--- config.mk ---
export PLATFORM = sky130hd
export DESIGN_NAME = osrb_ctrl
export DESIGN_NICKNAME = d
export VERILOG_FILES = /design/src/rtl/osrb_pkg.sv /design/src/rtl/osrb_ctrl.sv
export SDC_FILE = /design/constraint.sdc
export NUM_CORES = 1
export LEC_CHECK = 0
export BUFFER_PORTS_ARGS = -buffer_cell sky130_fd_sc_hd__buf_2
export CAP_MARGIN = 20
export CORE_AREA = 10 10 47 49
export CTS_BUF_LIST = sky130_fd_sc_hd__clkbuf_16
export DETAILED_ROUTE_END_ITERATION = 8
export DIE_AREA = 0 0 57 59
export PLACE_DENSITY = 0.33
export REMOVE_ABC_BUFFERS = 1
export SYNTH_ARGS = -nofsm -noshare
export SYNTH_HDL_FRONTEND = slang
export SYNTH_SLANG_ARGS = --single-unit
--- constraint.sdc ---
create_clock -name clk -period 1.5 [get_ports clk]
set_clock_uncertainty 0.2 [all_clocks]
set_input_delay 0.225 -clock clk [delete_from_list [all_inputs] [get_ports clk]]
set_output_delay 0.225 -clock clk [all_outputs]
set_load 0.02 [all_outputs]
--- src/rtl/osrb_pkg.sv ---
// ============================================================================
// osrb_pkg: shared types and constants of the sequence reorder buffer
// Beat formats, status codes and the controller to datapath command and
// status groups.
// ============================================================================
package osrb_pkg;

    // Default sizing, handed down from the top level
    localparam int DEF_SLOTS    = 32;
    localparam int DEF_CHANNELS = 4;

    // Fixed field widths
    localparam int CHAN_W = 2;
    localparam int SEQ_W  = 32;
    localparam int TAG_W  = 16;
    localparam int PEND_W = 6;

    // Wrap-aware stale threshold
    localparam logic [SEQ_W-1:0] HALF_RANGE = 32'h8000_0000;

    typedef enum logic [2:0] {
        ST_DELIVERED     = 3'd0,
        ST_DRAINED       = 3'd1,
        ST_BUFFERED      = 3'd2,
        ST_DUPLICATE     = 3'd3,
        ST_STALE         = 3'd4,
        ST_OUT_OF_WINDOW = 3'd5
    } status_t;

    typedef struct packed {
        logic [CHAN_W-1:0] channel;
        logic [SEQ_W-1:0]  sequence_req;
        logic              reliable;
        logic [TAG_W-1:0]  payload_tag;
    } item_t;

    typedef struct packed {
        status_t           status;
        logic [TAG_W-1:0]  released_tag;
        logic [SEQ_W-1:0]  released_seq;
        logic [PEND_W-1:0] pending_count;
        logic              last;
    } result_t;

    // Controller commands
    typedef struct packed {
        logic capture;   // accept the input beat
        logic classify;  // evaluate against the expected number
        logic buffer;    // store into the slot
        logic drain;     // release and check the next slot
    } cmd_t;

    // Datapath status
    typedef struct packed {
        logic in_order;
        logic in_window;
        logic drain_hit;
    } sts_t;

endpackage

--- src/rtl/osrb_ctrl.sv ---
// ============================================================================
// osrb_ctrl: sequencing state machine of the reorder buffer
// Steps each accepted beat through classify, buffer or drain.
// ============================================================================
module osrb_ctrl (
    input  logic          clk,
    input  logic          rst_n,
    input  logic          start,
    input  osrb_pkg::sts_t sts,
    output osrb_pkg::cmd_t cmd,
    output logic          busy
);

    import osrb_pkg::*;

    typedef enum logic [1:0] {
        S_IDLE,
        S_CLASSIFY,
        S_BUFFER,
        S_DRAIN
    } state_t;

    state_t state_reg;
    state_t state_next;

    // next state
    always_comb
    begin
        state_next = state_reg;
        unique case (state_reg)
            S_IDLE:
            begin
                if (start)
                begin
                    state_next = S_CLASSIFY;
                end
            end
            S_CLASSIFY:
            begin
                if (sts.in_order)
                begin
                    state_next = S_DRAIN;
                end
                else if (sts.in_window)
                begin
                    state_next = S_BUFFER;
                end
                else
                begin
                    state_next = S_IDLE;
                end
            end
            S_BUFFER:
            begin
                state_next = S_IDLE;
            end
            S_DRAIN:
            begin
                if (!sts.drain_hit)
                begin
                    state_next = S_IDLE;
                end
            end
            default:
            begin
                state_next = S_IDLE;
            end
        endcase
    end

    always_ff @(posedge clk or negedge rst_n)
    begin
        if (!rst_n)
        begin
            state_reg <= S_IDLE;
        end
        else
        begin
            state_reg <= state_next;
        end
    end

    // commands decoded from state
    assign cmd.capture  = (state_reg == S_IDLE) && start;
    assign cmd.classify = (state_reg == S_CLASSIFY);
    assign cmd.buffer   = (state_reg == S_BUFFER);
    assign cmd.drain    = (state_reg == S_DRAIN);
    assign busy         = (state_reg != S_IDLE);

endmodule

* Yosys cells after proc, flatten, opt, wreduce, memory -nomap -nowiden *
Cells that the tools add are included.

cells by class
  eq/ne operators = 5
  muxes and demuxes = 5
  reductions and logical operators = 4

operator list
  cell                                                              number
  2-bit 2-to-1 mux                                                  4
  2-bit case mux with 4 select lines                                1
  2-bit == test (second input constant)                             2
  2-bit inequality test (second input constant)                     2
  2-bit by 1-bit == test with 1-bit output (second input constant)  1
  2-bit logical NOT                                                 1
  2-bit AND reduction                                               1
  2-bit nonzero test                                                1
  1-bit logical AND                                                 1

word-level totals
  flip-flop bits (word level) = 2
  input port bits = 6
  output and inout bits = 5
  logic and storage cells = 15

* Longest topological paths before layout *
Gate-level depths: netlist of run 1.

  depth in word-level cells = 3
  depth in mapped cells = 2
  gate-level depth less buffers = 2

* Worst setup path before layout of run 1 *
No wires, ideal clock.

  path type = reg-to-output
  from = register state_reg[1]
  to = output port cmd[3] in the netlist's numbering
  data arrival time = 1.016 ns
  path slack = 0.059 ns
  stages on the path, launching flop included = 2
  path buffers = 0
  cells stage by stage = dfrtp_1 nor3b_1

RTL lines
  what                    RTL line         text
  from (decl)             osrb_ctrl.sv:23  state_t state_reg;
  from (signal assigned)  osrb_ctrl.sv:79  state_reg <= state_next;
  to (decl)               osrb_ctrl.sv:10  output osrb_pkg::cmd_t cmd,

==> run summary, run 1 <==
status -> finished clean
Min-Delay Path Class -> in2reg
Core Util, Final -> 24.4%
Cell Area, Synth -> 123 um^2
crit path time final -> 1.47 ns
vias in the first global route -> 183
Async SR Flop Fraction -> 100%
Distinct cells, synth -> 10
# DRC -> 0
CTS tree -> built
Die Y -> 59 um
Synth area leader -> dfrtp_1
clock slew at reported path FFs -> 0.03 ns
Die Wd -> 57 um
sequential-to-total area share from yosys stat -> 40.8%
Gate Count Post-Synth -> 11
Worst Setup Start Kind -> flop
WP buf/inv -> 2
LEAKAGE -> 0.000169 uW
Power Dens Cells -> 2730 nW/um^2
Synth top area share -> 40.8%
max cap viols -> 0
initial antenna violation count -> 0
WS Path Type -> reg2out
register bit total from synthesis -> 2
CP Cell Sequence -> buf_6 > and2_1 > buf_6
fin nets -> 36
routing usage on met2 -> 2.79%
gr busiest metal -> met4
Synth warnings -> 0
Layout Cells excl Fill -> 44
WP data arrival -> 1.04 ns
most common cell in the netlist -> dfrtp_1
io pins -> 11
maximum vdd drop -> 0.820 mV
DR iter-0 viols -> 3
Inserted Clock Buffers -> 3
fill cell count -> 153
htree depth -> 1
Post-synth EDFFs -> 0
Least-Margin Pin Slew -> 0.181 ns
final hold viol count -> 0
synth-to-layout area growth -> 179%
Sink Count -> 2
number of vias per cell -> 3.34
first-pass GRT wire length -> 765 um
CP Max Fanout -> 5
Rel. slew slack -> 87.9%
drt pass-1 iters -> 2
M1 GR Usage -> 3.43%
port bufs -> 10
Routability Congestion -> 0.567
total track usage -> 3.24%
deepest clock path buffer count -> 2
Final Cycle Share -> 97.9%
CP required -> 1.07 ns
post-route ant nets -> 0
maximum clock rate -> 681 MHz
layout cells sized above 1 -> 75.0%
CTS root buffer -> clkbuf_16
main flop type after synthesis -> dfrtp_1
total core area -> 1400 um^2
Largest register FFs -> 2
CP max-delay cell -> dfrtp_2
ant diodes -> 0
total number of vias -> 147
Wirelength per Cell -> 10.2 um
Clk Latency, worst-skew pair -> 0.22 ns
total grt overflow -> 0
row count -> 14
CP delay by family, top -> flip-flops
synth top area cells -> dfrtp_1 41%, mux2_4 12%, o311a_1 8.2%
crit-path max cell delay -> 0.44 ns
Setup crit end kind -> output pin
die area -> 3360 um^2
max-slew violation count -> 0
placed cell count -> 37
final number of setup-violating endpoints -> 0
largest net degree at the start of global routing -> 7
final WL -> 449 um
RSZ-0062 raised after global routing -> yes
mean post-synth cell area -> 11.1 um^2
Starting Density -> 8.75%
most used cell, CP -> buf_6
M3 GR Usage -> 2.79%
==> layout by cell type (no fill, tap or decap), drive strengths merged <==
cell / Yosys / final
dlygate4sd3: 0 / 1
nand2b: 1 / 1
nor3b: 1 / 1
o311a: 1 / 1
dfrtp: 2 / 2
nor2b: 1 / 1
mux2: 1 / 1
a21o: 1 / 1
and2b: 1 / 1
clkbuf: 0 / 3
buf: 0 / 13
or2: 1 / 1
and2: 1 / 1
==> layer usage <==
| layer | vias up | share of wire (%) |
|---|---|---|
| li1 | 73 | - |
| met1 | 59 | 48 |
| met2 | 13 | 28 |
| met3 | 2 | 21 |
| met4 | 0 | 3.8 |
| met5 | - | 0 |
==> power breakdown <==
part | internal (uW) | total, uW | switching [uW]
Sequential | 85.5 | 136 | 50.0
Clock | 339 | 398 | 59.2
Combinational | 233 | 398 | 164
==> what timing repair did <==
| action | 4_1_cts | 5_1_grt |
|---|---|---|
| hold buffers | 1 | 0 |
| setup endpoints to repair | 2 | 3 |
| pin swaps | 0 | 1 |
| resized for setup | 7 | 6 |
| endpoints found under the hold margin | 2 | 0 |
| buffers inserted | 3 | 0 |
==> worst paths after layout <==
check	from	end	slack, ns	depth (start not counted)
setup / recovery	state_reg[0]$_DFFE_PN0P_	cmd[0]	0.03	3
hold / removal	sts[2]	state_reg[1]$_DFFE_PN0P_	0.07	2
setup reg to reg	state_reg[1]$_DFFE_PN0P_	state_reg[0]$_DFFE_PN0P_	0.13	3
hold reg to reg	state_reg[0]$_DFFE_PN0P_	state_reg[0]$_DFFE_PN0P_	0.46	2
max in group asynchronous	rst_n	state_reg[1]$_DFFE_PN0P_	0.88	2
min in group asynchronous	rst_n	state_reg[0]$_DFFE_PN0P_	0.12	2
==> stage by stage <==
step | instance area (um^2) | hold WS [ns] | worst slack [ns] | TNS [ns] | power, uW
2_1_floorplan | 123 | -0.271 | 0.0592 | 0 | 286
6_report | 342 | 0.0699 | 0.0315 | 0 | 931
4_1_cts | 319 | 0.0664 | 0.00866 | 0 | 892
3_3_place_gp | 193 | -0.188 | 0.187 | 0 | 367
5_1_grt | 342 | 0.0797 | -0.0351 | -0.0512 | 981
3_5_place_dp | 193 | -0.187 | 0.123 | 0 | 375
==> logic make-up (layout without fill, tap and decap cells) <==
family | Yosys count | after routing | synth area share, %
AOI/OAI and AO/OA | 2 | 2 | 14.3
buffers and inverters | 0 | 17 | 0
DFF | 2 | 2 | 40.8
muxes | 1 | 1 | 12.2
and+or+nand+nor | 6 | 6 | 32.7
==> area by class of cell <==
cell class / count / area [um^2] / share of cell area [%]
well taps: 16 / 20.0 / 5.86
repair buffers: 14 / 108 / 31.5
multi-input cells: 9 / 86.3 / 25.3
flip-flops and latches: 2 / 52.6 / 15.4
clock buffers: 3 / 75.1 / 22.0
No activity file was read; power rests on OpenSTA's default activity.
==> inputs of run 2 (changes only) <==
PLACE_DENSITY = 0.31   (was 0.33)
==> run summary, run 2 (synthesis gave the netlist of run 1 again) <==
max-slew violation count -> 0
total track usage -> 3.06%
CP Max Fanout -> 5
Gate power share -> 41.1%
CTS root buffer -> clkbuf_16
switch share -> 29.5%
layout cells sized above 1 -> 74.1%
CTS tree -> built
Power Dens Cells -> 2760 nW/um^2
fill cell count -> 155
CP startpoint -> state_reg[0]$_DFFE_PN0P_
post-route ant nets -> 0
total number of vias -> 143
Psw -> 262 uW
internal power -> 625 uW
total core area -> 1400 um^2
maximum clock rate -> 685 MHz
Hold Crit Start -> sts[2]
drt pass-1 iters -> 2
Starting Density -> 8.75%
first-pass GRT wire length -> 696 um
Least-Margin Pin Slew -> 0.171 ns
status -> finished clean
Sink Count -> 2
Wirelength per Cell -> 11.7 um
Die Y -> 59 um
Final Cycle Share -> 97.3%
total grt overflow -> 0
synth-to-layout area growth -> 162%
port bufs -> 10
CP required -> 1.07 ns
Die Wd -> 57 um
DR iter-0 viols -> 4
Clk Latency, worst-skew pair -> 0.22 ns
commonest non-fill, non-tap cells in the layout -> 7 x buf_2, 3 x clkbuf_16, 3 x buf_6, 2 x buf_4, 2 x dfrtp_2
Core Util, Final -> 22.9%
deepest clock path buffer count -> 2
fin nets -> 35
Seq pwr share -> 14.1%
Largest register FFs -> 2
initial antenna violation count -> 0
htree depth -> 1
Rel. slew slack -> 88.6%
total power -> 887 uW
vias in the first global route -> 162
max cap viols -> 0
LEAKAGE -> 0.000161 uW
final WL -> 501 um
number of vias per cell -> 3.33
# DRC -> 0
maximum vdd drop -> 1.08 mV
die area -> 3360 um^2
commonest non-fill, non-tap cell in the layout -> buf_2
FF-to-FF Start -> state_reg[1]$_DFFE_PN0P_
RSZ-0062 raised after global routing -> yes
Setup crit end kind -> output pin
Min-Delay Path Class -> in2reg
ant diodes -> 0
Inserted Clock Buffers -> 3
WS Path Type -> reg2out
WP data arrival -> 1.03 ns
crit path time final -> 1.46 ns
largest net degree at the start of global routing -> 7
row count -> 14
Routability Congestion -> 0.718
clock share of power -> 44.7%
clock slew at reported path FFs -> 0.03 ns
final number of setup-violating endpoints -> 0
io pins -> 11
Worst Setup Start Kind -> flop
final hold viol count -> 0
run 2: cell count changes in the layout (fill, tap and decap cells not counted):
| cell | delta |
|---|---|
| buf_2 | +1 |
| buf_4 | -1 |
| buf_6 | -1 |
| nor3b_2 | +1 |
| nor3b_4 | -1 |
run 2: final timing paths:
check	end	slack (ns)	depth (start not counted)
min reg2reg	state_reg[0]$_DFFE_PN0P_	0.45	2
max in group asynchronous	state_reg[0]$_DFFE_PN0P_	0.85	2
max reg2reg	state_reg[0]$_DFFE_PN0P_	0.14	3
max	cmd[0]	0.04	3
min in group asynchronous	state_reg[1]$_DFFE_PN0P_	0.13	2
min	state_reg[1]$_DFFE_PN0P_	0.06	2
run 2: layer usage:
| metal | GRT usage [%] | wire (um) |
|---|---|---|
| met3 | 4.29 | 113 |
| met5 | 0 | 0 |
| met1 | 3.43 | 242 |
| met2 | 2.02 | 145 |
| met4 | 3.02 | 0 |
run 2: stage by stage:
step           setup TNS [ns]  setup WS (ns)  instance area, um^2  cells  hold slack [ns]
3_3_place_gp                0          0.156                  193     37           -0.184
2_1_floorplan               0         0.0592                  123     11           -0.271
3_5_place_dp                0          0.147                  193     37           -0.184
5_1_grt               -0.0286        -0.0286                  322     43           0.0851
6_report                    0         0.0407                  322     43           0.0628
4_1_cts                     0        0.00504                  308     43           0.0586
run 2: cell type report:
| class | count | area (um^2) | area share [%] |
|---|---|---|---|
| sequential | 2 | 52.6 | 16.3 |
| tap | 16 | 20.0 | 6.23 |
| multi-input combinational | 9 | 80.1 | 24.9 |
| clock buffer | 3 | 75.1 | 23.3 |
| timing repair buffer | 13 | 93.8 | 29.2 |
run 2: what timing repair did:
item	4_1_cts	5_1_grt
hold buffers	1	0
resized for setup	5	5
buffers inserted	2	0
endpoints found under the setup margin	2	2
pin swaps	0	1
endpoints found under the hold margin	2	0
run 2: critical path: stages, from the launching register on:
cell and delay (ns):
dfrtp_2 0.43, buf_6 0.13, and2_1 0.13, buf_6 0.13
run 2: power by group through the flow:
stage / clock [uW] / combinational (uW) / sequential [uW]
4_1_cts: 405 / 345 / 119
2_1_floorplan: 0 / 172 / 114
3_3_place_gp: 0 / 248 / 119
3_5_place_dp: 0 / 252 / 124
5_1_grt: 410 / 392 / 135
6_report: 397 / 365 / 125
==> inputs of run 3 (changes only) <==
GPL_TIMING_DRIVEN = 0   (was unset)
clock period = 1.87 ns   (was 1.5 ns; I/O delays follow)
==> run summary, run 3 (synthesis gave the netlist of run 1 again) <==
post-route ant nets -> 0
Largest register FFs -> 2
port bufs -> 10
fin nets -> 33
die area -> 3360 um^2
row count -> 14
deepest clock path buffer count -> 2
final number of setup-violating endpoints -> 0
drt pass-1 iters -> 1
DR iter-0 viols -> 0
io pins -> 11
final hold viol count -> 0
Rel. slew slack -> 81.5%
CP Max Fanout -> 8
Core Util, Final -> 19.8%
Starting Density -> 8.75%
CP required -> 1.39 ns
total grt overflow -> 0
layout cells sized above 1 -> 60.0%
synth-to-layout area growth -> 127%
internal power -> 427 uW
clock share of power -> 51.9%
Seq pwr share -> 16.2%
RSZ-0062 raised after global routing -> no
WS Path Type -> reg2out
post-CTS setup repair buffer count -> 0
maximum vdd drop -> 0.413 mV
WP data arrival -> 1.18 ns
ant diodes -> 0
CTS tree -> built
final WL -> 434 um
largest net degree at the start of global routing -> 9
Min-Delay Path Class -> in2reg
initial antenna violation count -> 0
Least-Margin Pin Slew -> 0.277 ns
Clk Latency, worst-skew pair -> 0.22 ns
clock slew at reported path FFs -> 0.03 ns
Inserted Clock Buffers -> 3
post-cts sizing count -> 0
number of vias per cell -> 3.39
total track usage -> 3.20%
CTS root buffer -> clkbuf_16
status -> finished clean
maximum clock rate -> 601 MHz
Power Dens Cells -> 2220 nW/um^2
Gate power share -> 31.9%
total number of vias -> 139
Die Wd -> 57 um
Final Cycle Share -> 89.0%
commonest non-fill, non-tap cell in the layout -> buf_2
Die Y -> 59 um
max-slew violation count -> 0
Worst Setup Start Kind -> flop
Wirelength per Cell -> 10.6 um
max cap viols -> 0
total core area -> 1400 um^2
commonest non-fill, non-tap cells in the layout -> 10 x buf_2, 3 x clkbuf_16, 2 x dfrtp_1
htree depth -> 1
setup_tns -> 0 ns
Setup crit end kind -> output pin
first-pass GRT wire length -> 710 um
crit path time final -> 1.66 ns
switch share -> 30.8%
Routability Congestion -> 0.700
# DRC -> 0
vias in the first global route -> 159
LEAKAGE -> 0.000146 uW
Psw -> 190 uW
Sink Count -> 2
run 3: final timing paths:
path	startpoint	slack [ns]	depth (start not counted)	endpoint
min in group asynchronous	rst_n	0.20	2	state_reg[0]$_DFFE_PN0P_
min	sts[2]	0.12	2	state_reg[1]$_DFFE_PN0P_
max	state_reg[1]$_DFFE_PN0P_	0.21	2	cmd[3]
max in group asynchronous	rst_n	1.18	2	state_reg[1]$_DFFE_PN0P_
min reg2reg	state_reg[0]$_DFFE_PN0P_	0.39	1	state_reg[0]$_DFFE_PN0P_
max reg2reg	state_reg[1]$_DFFE_PN0P_	0.61	2	state_reg[0]$_DFFE_PN0P_
run 3: layer usage:
layer / global-route usage [%] / vias up / wire (um)
li1: - / 69 / -
met1: 3.44 / 55 / 214
met2: 2.17 / 13 / 88
met3: 4.72 / 2 / 117
met4: 3.02 / 0 / 14
met5: 0 / - / 0
run 3: final cells by class:
type,instances,area [um^2]
Timing Repair Buffer,11,60.1
Clock buffer,3,75.1
Fill cell,169,1120
Sequential cell,2,50.0
Tap cell,16,20.0
Multi-Input combinational cell,9,72.6
run 3: through the flow:
stage / instance area [um^2] / power (uW) / hold slack, ns / std cells / worst slack [ns]
after global routing: 278 / 657 / 0.132 / 41 / 0.0827
after detailed placement: 193 / 300 / -0.134 / 37 / 0.444
after floorplan: 123 / 230 / -0.215 / 11 / 0.374
after CTS: 278 / 628 / 0.119 / 41 / 0.211
after global placement: 193 / 293 / -0.134 / 37 / 0.464
final: 278 / 618 / 0.123 / 41 / 0.206
run 3: critical path: stages, from the launching register on:
cell     delay [ns]
dfrtp_1        0.44
nor3b_1        0.30
buf_2          0.23
run 3: what timing repair did:
action	in CTS	in global routing
hold endpoints to repair	2	0
hold buffers	1	0
setup endpoints to repair	0	0
run 3: power by group through the flow:
stage	logic [uW]	clock network (uW)	registers (uW)
after floorplan	138	0	91.8
after global placement	196	0	97.2
after detailed placement	200	0	100
after CTS	202	326	100
after global routing	215	332	110
final	197	320	100
